==> src/rtl/core/assert_macros.svh <==
// assertion macros shared by the allocator rtl
// expects aclk and aresetn in the scope of each use
`ifndef ASSERT_MACROS_SVH
`define ASSERT_MACROS_SVH
`ifndef SYNTHESIS
`define AST_IMPL(lbl, ante, cons) \
    lbl: assert property (@(posedge aclk) disable iff (!aresetn) (ante) |-> (cons)) \
        else $error("assertion failed");
`define AST_NEXT(lbl, ante, cons) \
    lbl: assert property (@(posedge aclk) disable iff (!aresetn) (ante) |=> (cons)) \
        else $error("assertion failed");
`else
`define AST_IMPL(lbl, ante, cons)
`define AST_NEXT(lbl, ante, cons)
`endif
`endif

==> src/rtl/core/pfla_pkg.sv <==
// shared constants, types and command/status structs of the allocator
// no dependencies
`default_nettype none
package pfla_pkg;
    localparam int MEM_LOG2     = 20;
    localparam int MIN_BLK_LOG2 = 5;
    localparam int NCLASS       = MEM_LOG2 - MIN_BLK_LOG2;
    localparam int IDX_W        = MEM_LOG2 - MIN_BLK_LOG2;
    localparam int NBLK         = 1 << IDX_W;
    localparam int CLS_W        = 4;
    localparam int CNT_W        = 21;
    localparam int ADDR_W       = 20;
    localparam int SIZE_W       = 31;
    localparam int HDR_W        = 7;
    localparam int SUM_W        = CNT_W + 1;
    localparam int LOG_W        = 5;
    localparam logic [HDR_W-1:0] HDR_RESET = 7'd32;

    localparam logic [2:0] ST_OK         = 3'd0;
    localparam logic [2:0] ST_TOO_LARGE  = 3'd1;
    localparam logic [2:0] ST_OUT_OF_MEM = 3'd2;
    localparam logic [2:0] ST_BAD_ADDR   = 3'd3;
    localparam logic [2:0] ST_NOT_IN_USE = 3'd4;

    typedef struct packed {
        logic             in_use;
        logic [CLS_W-1:0] cls;
        logic [CNT_W-1:0] req;
        logic [IDX_W-1:0] link;
    } ram_word_t;

    localparam int WORD_W = $bits(ram_word_t);

    typedef struct packed {
        logic       clr_wr;
        logic       latch_in;
        logic       calc_sum;
        logic       calc_need;
        logic       rd_head;
        logic       pop;
        logic       split;
        logic       alloc_wr;
        logic       free_rd;
        logic       free_wr;
        logic       fin;
        logic       set_status;
        logic [2:0] status;
    } cmd_t;

    typedef struct packed {
        logic clr_last;
        logic is_free;
        logic too_large;
        logic addr_null;
        logic addr_bad;
        logic no_fit;
        logic split_more;
        logic split_again;
        logic not_used;
        logic out_busy;
    } sts_t;
endpackage
`default_nettype wire

==> src/rtl/core/pfla_ctrl.sv <==
// controller state machine of the allocator
// depends on pfla_pkg and assert_macros.svh
`default_nettype none
`include "assert_macros.svh"
module pfla_ctrl
    import pfla_pkg::*;
(
    input  wire logic aclk,
    input  wire logic aresetn,
    input  wire logic s_tvalid,
    output logic      s_tready,
    input  wire sts_t sts,
    output cmd_t      cmd
);
    localparam logic [3:0] S_CLEAR = 4'd0;
    localparam logic [3:0] S_IDLE  = 4'd1;
    localparam logic [3:0] S_CHK   = 4'd2;
    localparam logic [3:0] S_NEED  = 4'd3;
    localparam logic [3:0] S_SEL   = 4'd4;
    localparam logic [3:0] S_POP   = 4'd5;
    localparam logic [3:0] S_SPLIT = 4'd6;
    localparam logic [3:0] S_AWR   = 4'd7;
    localparam logic [3:0] S_FREE  = 4'd8;
    localparam logic [3:0] S_FIN   = 4'd9;

    logic [3:0] state_reg, state_next;

    always_ff @(posedge aclk) begin
        if (!aresetn) begin
            state_reg <= S_CLEAR;
        end else begin
            state_reg <= state_next;
        end
    end

    assign s_tready = (state_reg == S_IDLE);

    always_comb begin
        cmd        = '0;
        state_next = state_reg;
        unique case (state_reg)
            S_CLEAR: begin
                cmd.clr_wr = 1'b1;
                if (sts.clr_last) state_next = S_IDLE;
            end
            S_IDLE: begin
                if (s_tvalid) begin
                    cmd.latch_in = 1'b1;
                    state_next   = S_CHK;
                end
            end
            S_CHK: begin
                if (!sts.is_free) begin
                    if (sts.too_large) begin
                        cmd.set_status = 1'b1;
                        cmd.status     = ST_TOO_LARGE;
                        state_next     = S_FIN;
                    end else begin
                        cmd.calc_sum = 1'b1;
                        state_next   = S_NEED;
                    end
                end else if (sts.addr_null) begin
                    state_next = S_FIN;
                end else if (sts.addr_bad) begin
                    cmd.set_status = 1'b1;
                    cmd.status     = ST_BAD_ADDR;
                    state_next     = S_FIN;
                end else begin
                    cmd.free_rd = 1'b1;
                    state_next  = S_FREE;
                end
            end
            S_NEED: begin
                cmd.calc_need = 1'b1;
                state_next    = S_SEL;
            end
            S_SEL: begin
                if (sts.no_fit) begin
                    cmd.set_status = 1'b1;
                    cmd.status     = ST_OUT_OF_MEM;
                    state_next     = S_FIN;
                end else begin
                    cmd.rd_head = 1'b1;
                    state_next  = S_POP;
                end
            end
            S_POP: begin
                cmd.pop    = 1'b1;
                state_next = sts.split_more ? S_SPLIT : S_AWR;
            end
            S_SPLIT: begin
                cmd.split = 1'b1;
                if (!sts.split_again) state_next = S_AWR;
            end
            S_AWR: begin
                cmd.alloc_wr = 1'b1;
                state_next   = S_FIN;
            end
            S_FREE: begin
                if (sts.not_used) begin
                    cmd.set_status = 1'b1;
                    cmd.status     = ST_NOT_IN_USE;
                end else begin
                    cmd.free_wr = 1'b1;
                end
                state_next = S_FIN;
            end
            S_FIN: begin
                if (!sts.out_busy) begin
                    cmd.fin    = 1'b1;
                    state_next = S_IDLE;
                end
            end
            default: state_next = S_CLEAR;
        endcase
    end

    `AST_IMPL(a_split_has_work, state_reg == S_SPLIT, sts.split_more)
    `AST_NEXT(a_accept_to_check, s_tvalid && s_tready, state_reg == S_CHK)
    `AST_IMPL(a_no_accept_in_clear, state_reg == S_CLEAR, !s_tready)
endmodule
`default_nettype wire

==> config.mk <==
export PLATFORM = sky130hd
export DESIGN_NAME = pfla_ctrl
export DESIGN_NICKNAME = d
export VERILOG_FILES = /design/src/rtl/core/pfla_pkg.sv /design/src/rtl/core/pfla_ctrl.sv
export VERILOG_INCLUDE_DIRS = /design/src /design/src/rtl/core
export SDC_FILE = /design/constraint.sdc
export NUM_CORES = 1
export LEC_CHECK = 0
export BUFFER_PORTS_ARGS = -buffer_cell sky130_fd_sc_hd__buf_4
export CORE_UTILIZATION = 35
export DETAILED_ROUTE_END_ITERATION = 8
export GPL_TIMING_DRIVEN = 0
export PLACE_DENSITY = 0.67
export SYNTH_ARGS = -nofsm -noshare
export SYNTH_HDL_FRONTEND = slang
export SYNTH_SLANG_ARGS = --single-unit
==> constraint.sdc <==
create_clock -name aclk -period 1.2 [get_ports aclk]
set_input_delay 0.24 -clock aclk [delete_from_list [all_inputs] [get_ports aclk]]
set_output_delay 0.24 -clock aclk [all_outputs]
set_load 0.005 [all_outputs]
==> impl_metrics.csv, run 1 <==
group,metric,value,unit
place,place.gp.congestion,0.836,
timing,timing.final.ws_setup,-0.424,ns
timing,period_share,135,%
finish,nets,136,
critical_path,cp.arrival,1.38,ns
routing,drc,0,
global_route,antenna_found_initial,0,
synth,yosys_warnings,0,
timing,holdWs,0.228,ns
critical_path,cp-start-kind,"flip-flop",
critical_path,crit_slowest_cell,"dfxtp_2",
routing,routed-via-count,823,
critical_path,criticalPathCategory,"flip-flop to output port",
finish,seq_area,92.6,µm²
timing,fin_crit,1.62,ns
synth,synth_cell_types,32,
timing,worstMarginPinSlew,0.369,ns
die,floorplan.die_area,1480,µm²
power,irDropWorstVdd,0.525,mV
synth,synth_compound_area_share,23.9,%
finish,antenna_cells,0,
routing,wl,2.60,mm
place,portBuffers,28,
synth,synth_nets,85,
routing,drtPass1Iterations,4,
clock_tree,cts.path.max_buffers,2,
routing,vias_per_cell,6.10,
synth,syn_area_per_cell,6.46,µm²
synth,synthCells,72,
routing,drt_iter0_markers,19,
synth,synth_commonest_cells,"15 x nor2_1, 6 x nand2_1, 5 x a21oi_1, 4 x dfxtp_1, 4 x nor3_1",
synth,synthAdderAreaFrac,0,%
clock_tree,clock_latency,0.25,ns
die,core-area,1170,µm²
synth,synthXorXnorAreaFrac,0,%
clock_tree,cts_tree,"yes",
power,power.density,815,nW/µm²
power,power.switching,334,µW
run_status,outcome,"finished with violations",
synth,netlist_area,465,µm²
timing,timing_hold_violations_final,0,
synth,ys.flop_type,"dfxtp_1",
routing,ant_nets,0,
finish,area_delta_synth_final,124,%
critical_path,slowest_delay,0.32,ns
finish,largest_reg_flops,4,
global_route,grt_pass1_wl,2.88,mm
timing,rsz0062_at_grt,"true",
power,power_frac_seq,18.5,%
timing,timing.fmax,616,MHz
timing,slew_headroom,75.4,%
routing,wl_per_cell,19.2,µm
global_route,track_usage,27.8,%
critical_path,cp_data_required_time,0.96,ns
critical_path,cp_top_family,"buffers and inverters",
power,leakagePower,0.467,nW
power,p_total,850,µW
synth,yosysSeqAreaShare,17.2,%
synth,synth_top_family_by_area,"simple AND/OR/NAND/NOR gates",
timing,fin_tns_setup,-5.73,ns
synth,synth_top_area_share,17.2,%
timing,finalSetupViolCount,20,
synth,ys_ff_latch,4,
global_route,grt_pass1_vias,634,
power,power.internal,516,µW
power,switching_share,39.3,%
clock_tree,cts_root_buf,"clkbuf_4",
global_route,grt_start_max_net_pins,11,
finish,multi_input_area,493,µm²
timing,drv_slew,0,
critical_path,cp_cell_sequence,"buf_6 -> buf_4 -> nor2_4 -> nand2_4 -> nor4_2 -> buf_4",
synth,yosys.area_share.simple,48.1,%
power,p_clk_share,21.5,%
die,die_y,38.5,µm
clock_tree,cts_buffers,3,
synth,synthMuxAreaShare,2.15,%
finish,layout-drive-gt1-share,71.1,%
clock_tree,h-tree-depth,1,
worst_hold_path,hp-class,"input pin to flip-flop",
critical_path,crit_top_cell,"buf_4",
critical_path,r2r_slack,-0.19,ns
die,rows,12,
critical_path,worstSetupEndpointType,"output port",
synth,yosys.area.top_type,"dfxtp_1",
global_route,overflow,0,
job,drv_cap,0,
die,initial_core_util,39.7,%
synth,synth-edff-count,0,
run_status,failed_checks,"negative setup slack",
synth,ys_top_cells_by_area,"dfxtp_1 17%, nor2_1 12%, a21oi_1 5.4%",
die,io_pins,29,
critical_path,critPathBufInv,3,
die,die_x,38.5,µm
clock_tree,clkTransAtPathRegs,0.05,ns
critical_path,cp_max_fo,5,
synth,async_flop_share,0,%
power,pwr-share-comb,59.9,%
clock_tree,cts_sinks,4,
timing,clock_skew,0.0107,ns
finish,fillCellCount,58,
place,post-dp-hpwl,1.10,mm
synth,yosysMostFrequentCell,"nor2_1",
## metal layers
metal,up-vias,global-route usage [%],wire length [µm]
met5,-,0,0
met4,0,11.2,134
met3,17,2.91,182
met2,51,48.3,1270
met1,400,34.4,1010
li1,355,-,-
## repair_timing
item | 4_1_cts | 5_1_grt
hold buffers | 0 | 0
buffers inserted | 11 | 7
resized for setup | 23 | 25
pin swaps | 9 | 11
endpoints found under the setup margin | 19 | 20
gates cloned | 0 | 0
## final timing paths
kind | from | end | cells after the start
setup / recovery | state_reg[0] | cmd[6] | 6
hold / removal | sts[2] | state_reg[1] | 3
setup reg to reg | state_reg[0] | state_reg[1] | 6
hold reg to reg | state_reg[3] | state_reg[2] | 3
## layout by cell type (no fill, tap or decap), drive strengths merged, types with 2 or more instances in the layout
cell and n:
dfxtp 4, o21ai 2, nor2b 3, nor3 4, nand2b 3, or2b 2
nand2 6, inv 3, nand3 3, a21oi 5, or2 2, buf 50
clkbuf 3, nor2 15
## cell type report
class | instances | area share [%]
multi-input combinational | 61 | 47.3
timing repair buffer | 46 | 34.6
sequential | 4 | 8.88
buffer | 4 | 4.32
clock buffer | 3 | 2.16
tap | 14 | 1.68
inverter | 3 | 1.08
## power by group through the flow
stage,Sequential [mW],Combinational [mW],Clock [mW]
finish,0.157,0.509,0.183
detailed placement,0.156,0.279,0
CTS,0.156,0.360,0.173
global placement,0.156,0.278,0
global route,0.158,0.534,0.189
floorplan,0.154,0.167,0
## worst register-to-register path, stage by stage, from the launching register on
cell and delay (ns):
dfxtp_2 0.33, buf_6 0.11, buf_4 0.15, and3b_1 0.19, o21ai_2 0.12, o2111ai_2 0.13, o31ai_1 0.25
## per-stage QoR
step                      setup slack (ns)  cell area (µm²)  util, %  std cells
after global placement              -0.210              711     60.7        114
after global routing                -0.466             1040     89.0        135
after detailed placement            -0.256              711     60.7        114
final                               -0.424             1040     89.0        135
after CTS                           -0.366              891     76.1        128
after floorplan                    -0.0623              483        -         72
## cells by family after synthesis
logic type      Yosys count
compound gates           16
buf+inv                   7
simple gates             44
flops                     4
mux                       1
(Power assumes the default switching activity.)
==> inputs of run 2 (changes only) <==
--- a/config.mk
+++ b/config.mk
@@ -10,7 +10,7 @@
 export CORE_UTILIZATION = 35
 export DETAILED_ROUTE_END_ITERATION = 8
 export GPL_TIMING_DRIVEN = 0
-export PLACE_DENSITY = 0.67
+export PLACE_DENSITY = 0.65
 export SYNTH_ARGS = -nofsm -noshare
 export SYNTH_HDL_FRONTEND = slang
 export SYNTH_SLANG_ARGS = --single-unit
==> constraint.sdc (replaced) <==
create_clock -name aclk -period 1.5 [get_ports aclk]
set_input_delay 0.3 -clock aclk [delete_from_list [all_inputs] [get_ports aclk]]
set_output_delay 0.3 -clock aclk [all_outputs]
set_load 0.005 [all_outputs]
==> run 2 against run 1 <==
  * The run still ends with negative setup slack left
  * Routed wire length down 40%
  * Sequential share of layout area is 1.4 points higher
  * Via count is 20% lower
  * Final cell count decreased by 8.1%
  * First-iteration DRC count is 5.3% lower
  * Largest cell class unchanged
==> impl_metrics.csv, run 2 (synthesis gave the netlist of run 1 again) <==
group,metric,value,unit
finish,multi_input_area,429,µm²
die,rows,12,
routing,vias_per_cell,5.32,
finish,antenna_cells,0,
die,initial_core_util,39.7,%
global_route,grt_start_max_net_pins,11,
run_status,outcome,"finished with violations",
routing,drt_iter0_markers,18,
power,power.switching,188,µW
timing,fin_crit,1.60,ns
die,die_x,38.5,µm
routing,wl,1.56,mm
power,leakagePower,0.391,nW
finish,fillCellCount,105,
timing,timing.fmax,626,MHz
critical_path,criticalPathCategory,"flip-flop to output port",
run_status,failed_checks,"negative setup slack",
job,drv_cap,0,
timing,slew_headroom,82.4,%
clock_tree,cts.path.max_buffers,2,
worst_hold_path,hp-class,"input pin to flip-flop",
finish,layout_common_cells,"36 x buf_4, 11 x nor2_1, 5 x a21oi_1",
routing,drc,0,
global_route,antenna_found_initial,0,
power,pwr-share-comb,51.9,%
critical_path,cp_max_fo,5,
clock_tree,holdBufCountCts,0,
place,place.gp.congestion,0.858,
timing,finalSetupViolCount,7,
timing,timing_hold_violations_final,0,
finish,nets,125,
global_route,track_usage,23.2,%
routing,ant_nets,0,
power,power_frac_seq,24.2,%
routing,routed-via-count,660,
place,post-dp-hpwl,1.07,mm
finish,mostFrequentLayoutCell,"buf_4",
critical_path,cp_data_required_time,1.20,ns
finish,layout-drive-gt1-share,58.2,%
power,p_clk_share,23.8,%
timing,rsz0062_at_grt,"true",
die,io_pins,29,
finish,seq_area,90.1,µm²
global_route,grt_pass1_vias,567,
power,irDropWorstVdd,0.402,mV
timing,period_share,106,%
routing,drtPass1Iterations,4,
global_route,overflow,0,
die,die_y,38.5,µm
clock_tree,clkTransAtPathRegs,0.04,ns
power,power.density,624,nW/µm²
clock_tree,cts_tree,"yes",
die,core-area,1170,µm²
die,floorplan.die_area,1480,µm²
timing,fin_tns_setup,-0.331,ns
clock_tree,cts_sinks,4,
finish,largest_reg_flops,4,
finish,final_core_util,75.0,%
timing,clock_skew,0.000456,ns
clock_tree,h-tree-depth,1,
timing,drv_slew,0,
global_route,grt_pass1_wl,2.42,mm
clock_tree,clock_latency,0.23,ns
clock_tree,cts_buffers,3,
place,portBuffers,28,
finish,area_delta_synth_final,88.7,%
timing,timing.final.ws_setup,-0.0968,ns
critical_path,worstSetupEndpointType,"output port",
clock_tree,cts_root_buf,"clkbuf_4",
critical_path,cp-start-kind,"flip-flop",
critical_path,cp.arrival,1.30,ns
power,power.internal,361,µW
timing,worstMarginPinSlew,0.264,ns
routing,wl_per_cell,12.6,µm
power,switching_share,34.2,%
-- run 2: cell types whose count changed in the layout (fill, tap and decap cells not counted), moves of 2 or more --
cell and delta:
buf_4 -6, nor2_2 -3, buf_6 -6, nand2_4 -2
nor2_1 +4
-- run 2: worst paths after layout --
kind,cells past startpoint,from,slack [ns],to
setup / recovery,4,state_reg[0],-0.1,cmd[13]
hold / removal,3,sts[2],0.30,state_reg[1]
setup reg to reg,5,state_reg[0],0.16,state_reg[0]
hold reg to reg,2,state_reg[3],0.59,state_reg[2]
-- run 2: timing repair --
| item | in CTS | in global routing |
|---|---|---|
| resized for setup | 13 | 20 |
| endpoints found under the setup margin | 14 | 13 |
| pin swaps | 1 | 5 |
| cloned | 0 | 0 |
| buffers inserted | 4 | 4 |
-- run 2: cell type report --
cell class | count | share of cell area, %
repair buffers | 36 | 31.2
plain buffers | 3 | 3.85
flip-flops and latches | 4 | 10.3
well taps | 14 | 1.99
inverters | 3 | 1.28
clock buffers | 3 | 2.56
multi-input cells | 61 | 48.9
-- run 2: routing by layer --
layer | part of all wire [%] | track usage (%)
met1 | 45 | 30.0
met2 | 47 | 39.0
met3 | 6.1 | 3.49
met4 | 1.3 | 7.76
met5 | 0 | 0
-- run 2: metrics by stage --
step	hold WS, ns	instances	cell area, µm²	setup slack [ns]	total power, mW
final	0.298	124	878	-0.0968	0.548
after global routing	0.312	124	878	-0.171	0.590
after CTS	0.288	121	791	-0.139	0.531
after detailed placement	0.531	114	693	-0.0345	0.341
after global placement	0.527	114	693	-0.0360	0.342
after floorplan	0.428	72	465	0.110	0.251
-- run 2: power groups by stage --
stage	Clock, mW	Sequential (mW)	Combinational, mW
6_report	0.131	0.133	0.285
5_1_grt	0.145	0.134	0.312
4_1_cts	0.139	0.123	0.269
3_5_place_dp	0	0.124	0.217
3_3_place_gp	0	0.124	0.217
2_1_floorplan	0	0.123	0.128
-- run 2: worst max-delay path, cell delays in order (launching register included) --
cell and delay, ns:
dfxtp_4 0.36, or2b_4 0.30, nor3_4 0.16, and2_1 0.14, buf_4 0.10
==> inputs of run 3 (changes only) <==
--- a/config.mk
+++ b/config.mk
@@ -11,6 +11,8 @@
 export DETAILED_ROUTE_END_ITERATION = 8
 export GPL_TIMING_DRIVEN = 0
 export PLACE_DENSITY = 0.65
+export SKIP_CTS_REPAIR_TIMING = 1
+export SLEW_MARGIN = 20
 export SYNTH_ARGS = -nofsm -noshare
 export SYNTH_HDL_FRONTEND = slang
 export SYNTH_SLANG_ARGS = --single-unit
==> run 3 against run 2 <==
  * The run still ends with negative setup slack left
  * Sequential power decreased by 6%
  * Critical path type unchanged
  * Highest routed layer unchanged
  * Die area unchanged
  * Via count rose by 0.61%
  * Critical path depth up 1
  * Register-to-register slack got worse by 0.07 ns
  * Clock-buffer cell count stayed put
  * Worst hold slack about the same
  * Largest power group unchanged
==> impl_metrics.csv, run 3 (synthesis gave the netlist of run 1 again) <==
group,metric,value,unit
run_status,outcome,"finished with violations",
run_status,failed_checks,"negative setup slack",
clock_tree,cts_sinks,4,
place,post-dp-hpwl,1.07,mm
routing,wl,1.52,mm
global_route,track_usage,22.1,%
critical_path,criticalPathCategory,"flip-flop to output port",
die,core-area,1170,µm²
finish,final_core_util,72.5,%
critical_path,cp_max_fo,7,
clock_tree,clock_latency,0.23,ns
clock_tree,cts_tree,"yes",
place,place.gp.congestion,0.858,
clock_tree,h-tree-depth,1,
power,p_clk_share,23.6,%
clock_tree,cts_root_buf,"clkbuf_4",
timing,timing.final.ws_setup,-0.125,ns
worst_hold_path,holdPathStages,3,
power,power.density,655,nW/µm²
power,power_frac_seq,22.5,%
critical_path,r2r_cells,7,
critical_path,slowest_delay,0.32,ns
worst_hold_path,hp-class,"input pin to flip-flop",
routing,drtPass1Iterations,4,
timing,finalSetupViolCount,9,
routing,ant_nets,0,
die,io_pins,29,
routing,vias_per_cell,5.40,
critical_path,cp.arrival,1.33,ns
routing,wl_per_cell,12.3,µm
timing,slew_headroom,82.9,%
die,floorplan.die_area,1480,µm²
power,irDropWorstVdd,0.399,mV
place,portBuffers,28,
power,switching_share,33.8,%
timing,rsz0062_at_grt,"true",
critical_path,cp_data_required_time,1.20,ns
finish,layout-drive-gt1-share,56.9,%
die,die_y,38.5,µm
finish,area_delta_synth_final,82.5,%
clock_tree,clkTransAtPathRegs,0.04,ns
timing,fin_crit,1.63,ns
timing,timing.fmax,615,MHz
timing,period_share,108,%
clock_tree,cts_buffers,3,
die,die_x,38.5,µm
timing,drv_slew,0,
timing,worstMarginPinSlew,0.256,ns
clock_tree,cts.path.max_buffers,2,
die,initial_core_util,39.7,%
finish,largest_reg_flops,4,
routing,routed-via-count,664,
global_route,antenna_found_initial,0,
critical_path,cp-start-kind,"flip-flop",
power,leakagePower,0.381,nW
routing,drt_iter0_markers,21,
critical_path,crit_top_cell,"buf_4",
global_route,grt_start_max_net_pins,11,
timing,fin_tns_setup,-0.602,ns
finish,layout_common_cells,"35 x buf_4, 11 x nor2_1, 5 x a21oi_1",
global_route,overflow,0,
timing,timing_hold_violations_final,0,
finish,antenna_cells,0,
global_route,grt_pass1_vias,547,
global_route,grt_pass1_wl,2.33,mm
critical_path,worstSetupEndpointType,"output port",
routing,drc,0,
critical_path,cp_cell_sequence,"buf_6 -> or2b_4 -> buf_4 -> nor2_2 -> buf_4",
power,pwr-share-comb,53.9,%
job,drv_cap,0,
timing,clock_skew,0.000683,ns
power,power.internal,368,µW
finish,mostFrequentLayoutCell,"buf_4",
die,rows,12,
critical_path,crit_slowest_cell,"dfxtp_2",
finish,nets,124,
power,power.switching,188,µW
## run 3: power by group through the flow
stage / sequential, mW / combinational (mW) / clock (mW)
after floorplan: 0.123 / 0.128 / 0
after global placement: 0.124 / 0.217 / 0
after detailed placement: 0.124 / 0.217 / 0
after CTS: 0.123 / 0.218 / 0.139
after global routing: 0.126 / 0.328 / 0.145
final: 0.125 / 0.300 / 0.131
## run 3: layer usage
layer,up-vias,global-route usage (%),part of all wire [%]
li1,332,-,-
met1,299,30.7,46
met2,29,34.3,48
met3,4,3.49,4.8
met4,0,7.76,1.3
met5,-,0,0
## run 3: per-stage QoR
stage	worst slack [ns]	std cells	hold slack, ns	power [mW]	area [µm²]
floorplan	0.110	72	0.428	0.251	465
global placement	-0.0360	114	0.527	0.342	693
detailed placement	-0.0345	114	0.531	0.341	693
CTS	-0.289	117	0.288	0.480	716
global route	-0.198	123	0.312	0.599	850
finish	-0.125	123	0.297	0.556	850
## run 3: cell type report
class,instances,area [µm²]
Multi-Input combinational cell,61,414
Fill cell,109,322
Timing Repair Buffer,34,255
Sequential cell,4,87.6
Buffer,4,41.3
Clock buffer,3,22.5
Tap cell,14,17.5
Inverter,3,11.3
## run 3: critical path, delay by kind of cell, from the launching register on
family	cells	cell delay, ns
flops	1	0.32
buf+inv	3	0.38
simple gates	2	0.40
## run 3: worst paths after layout
path	from	end	slack [ns]
worst max register to register	state_reg[0]	state_reg[0]	0.09
worst min-delay path	sts[2]	state_reg[1]	0.30
worst max-delay path	state_reg[0]	cmd[11]	-0.13
worst min register to register	state_reg[3]	state_reg[2]	0.59
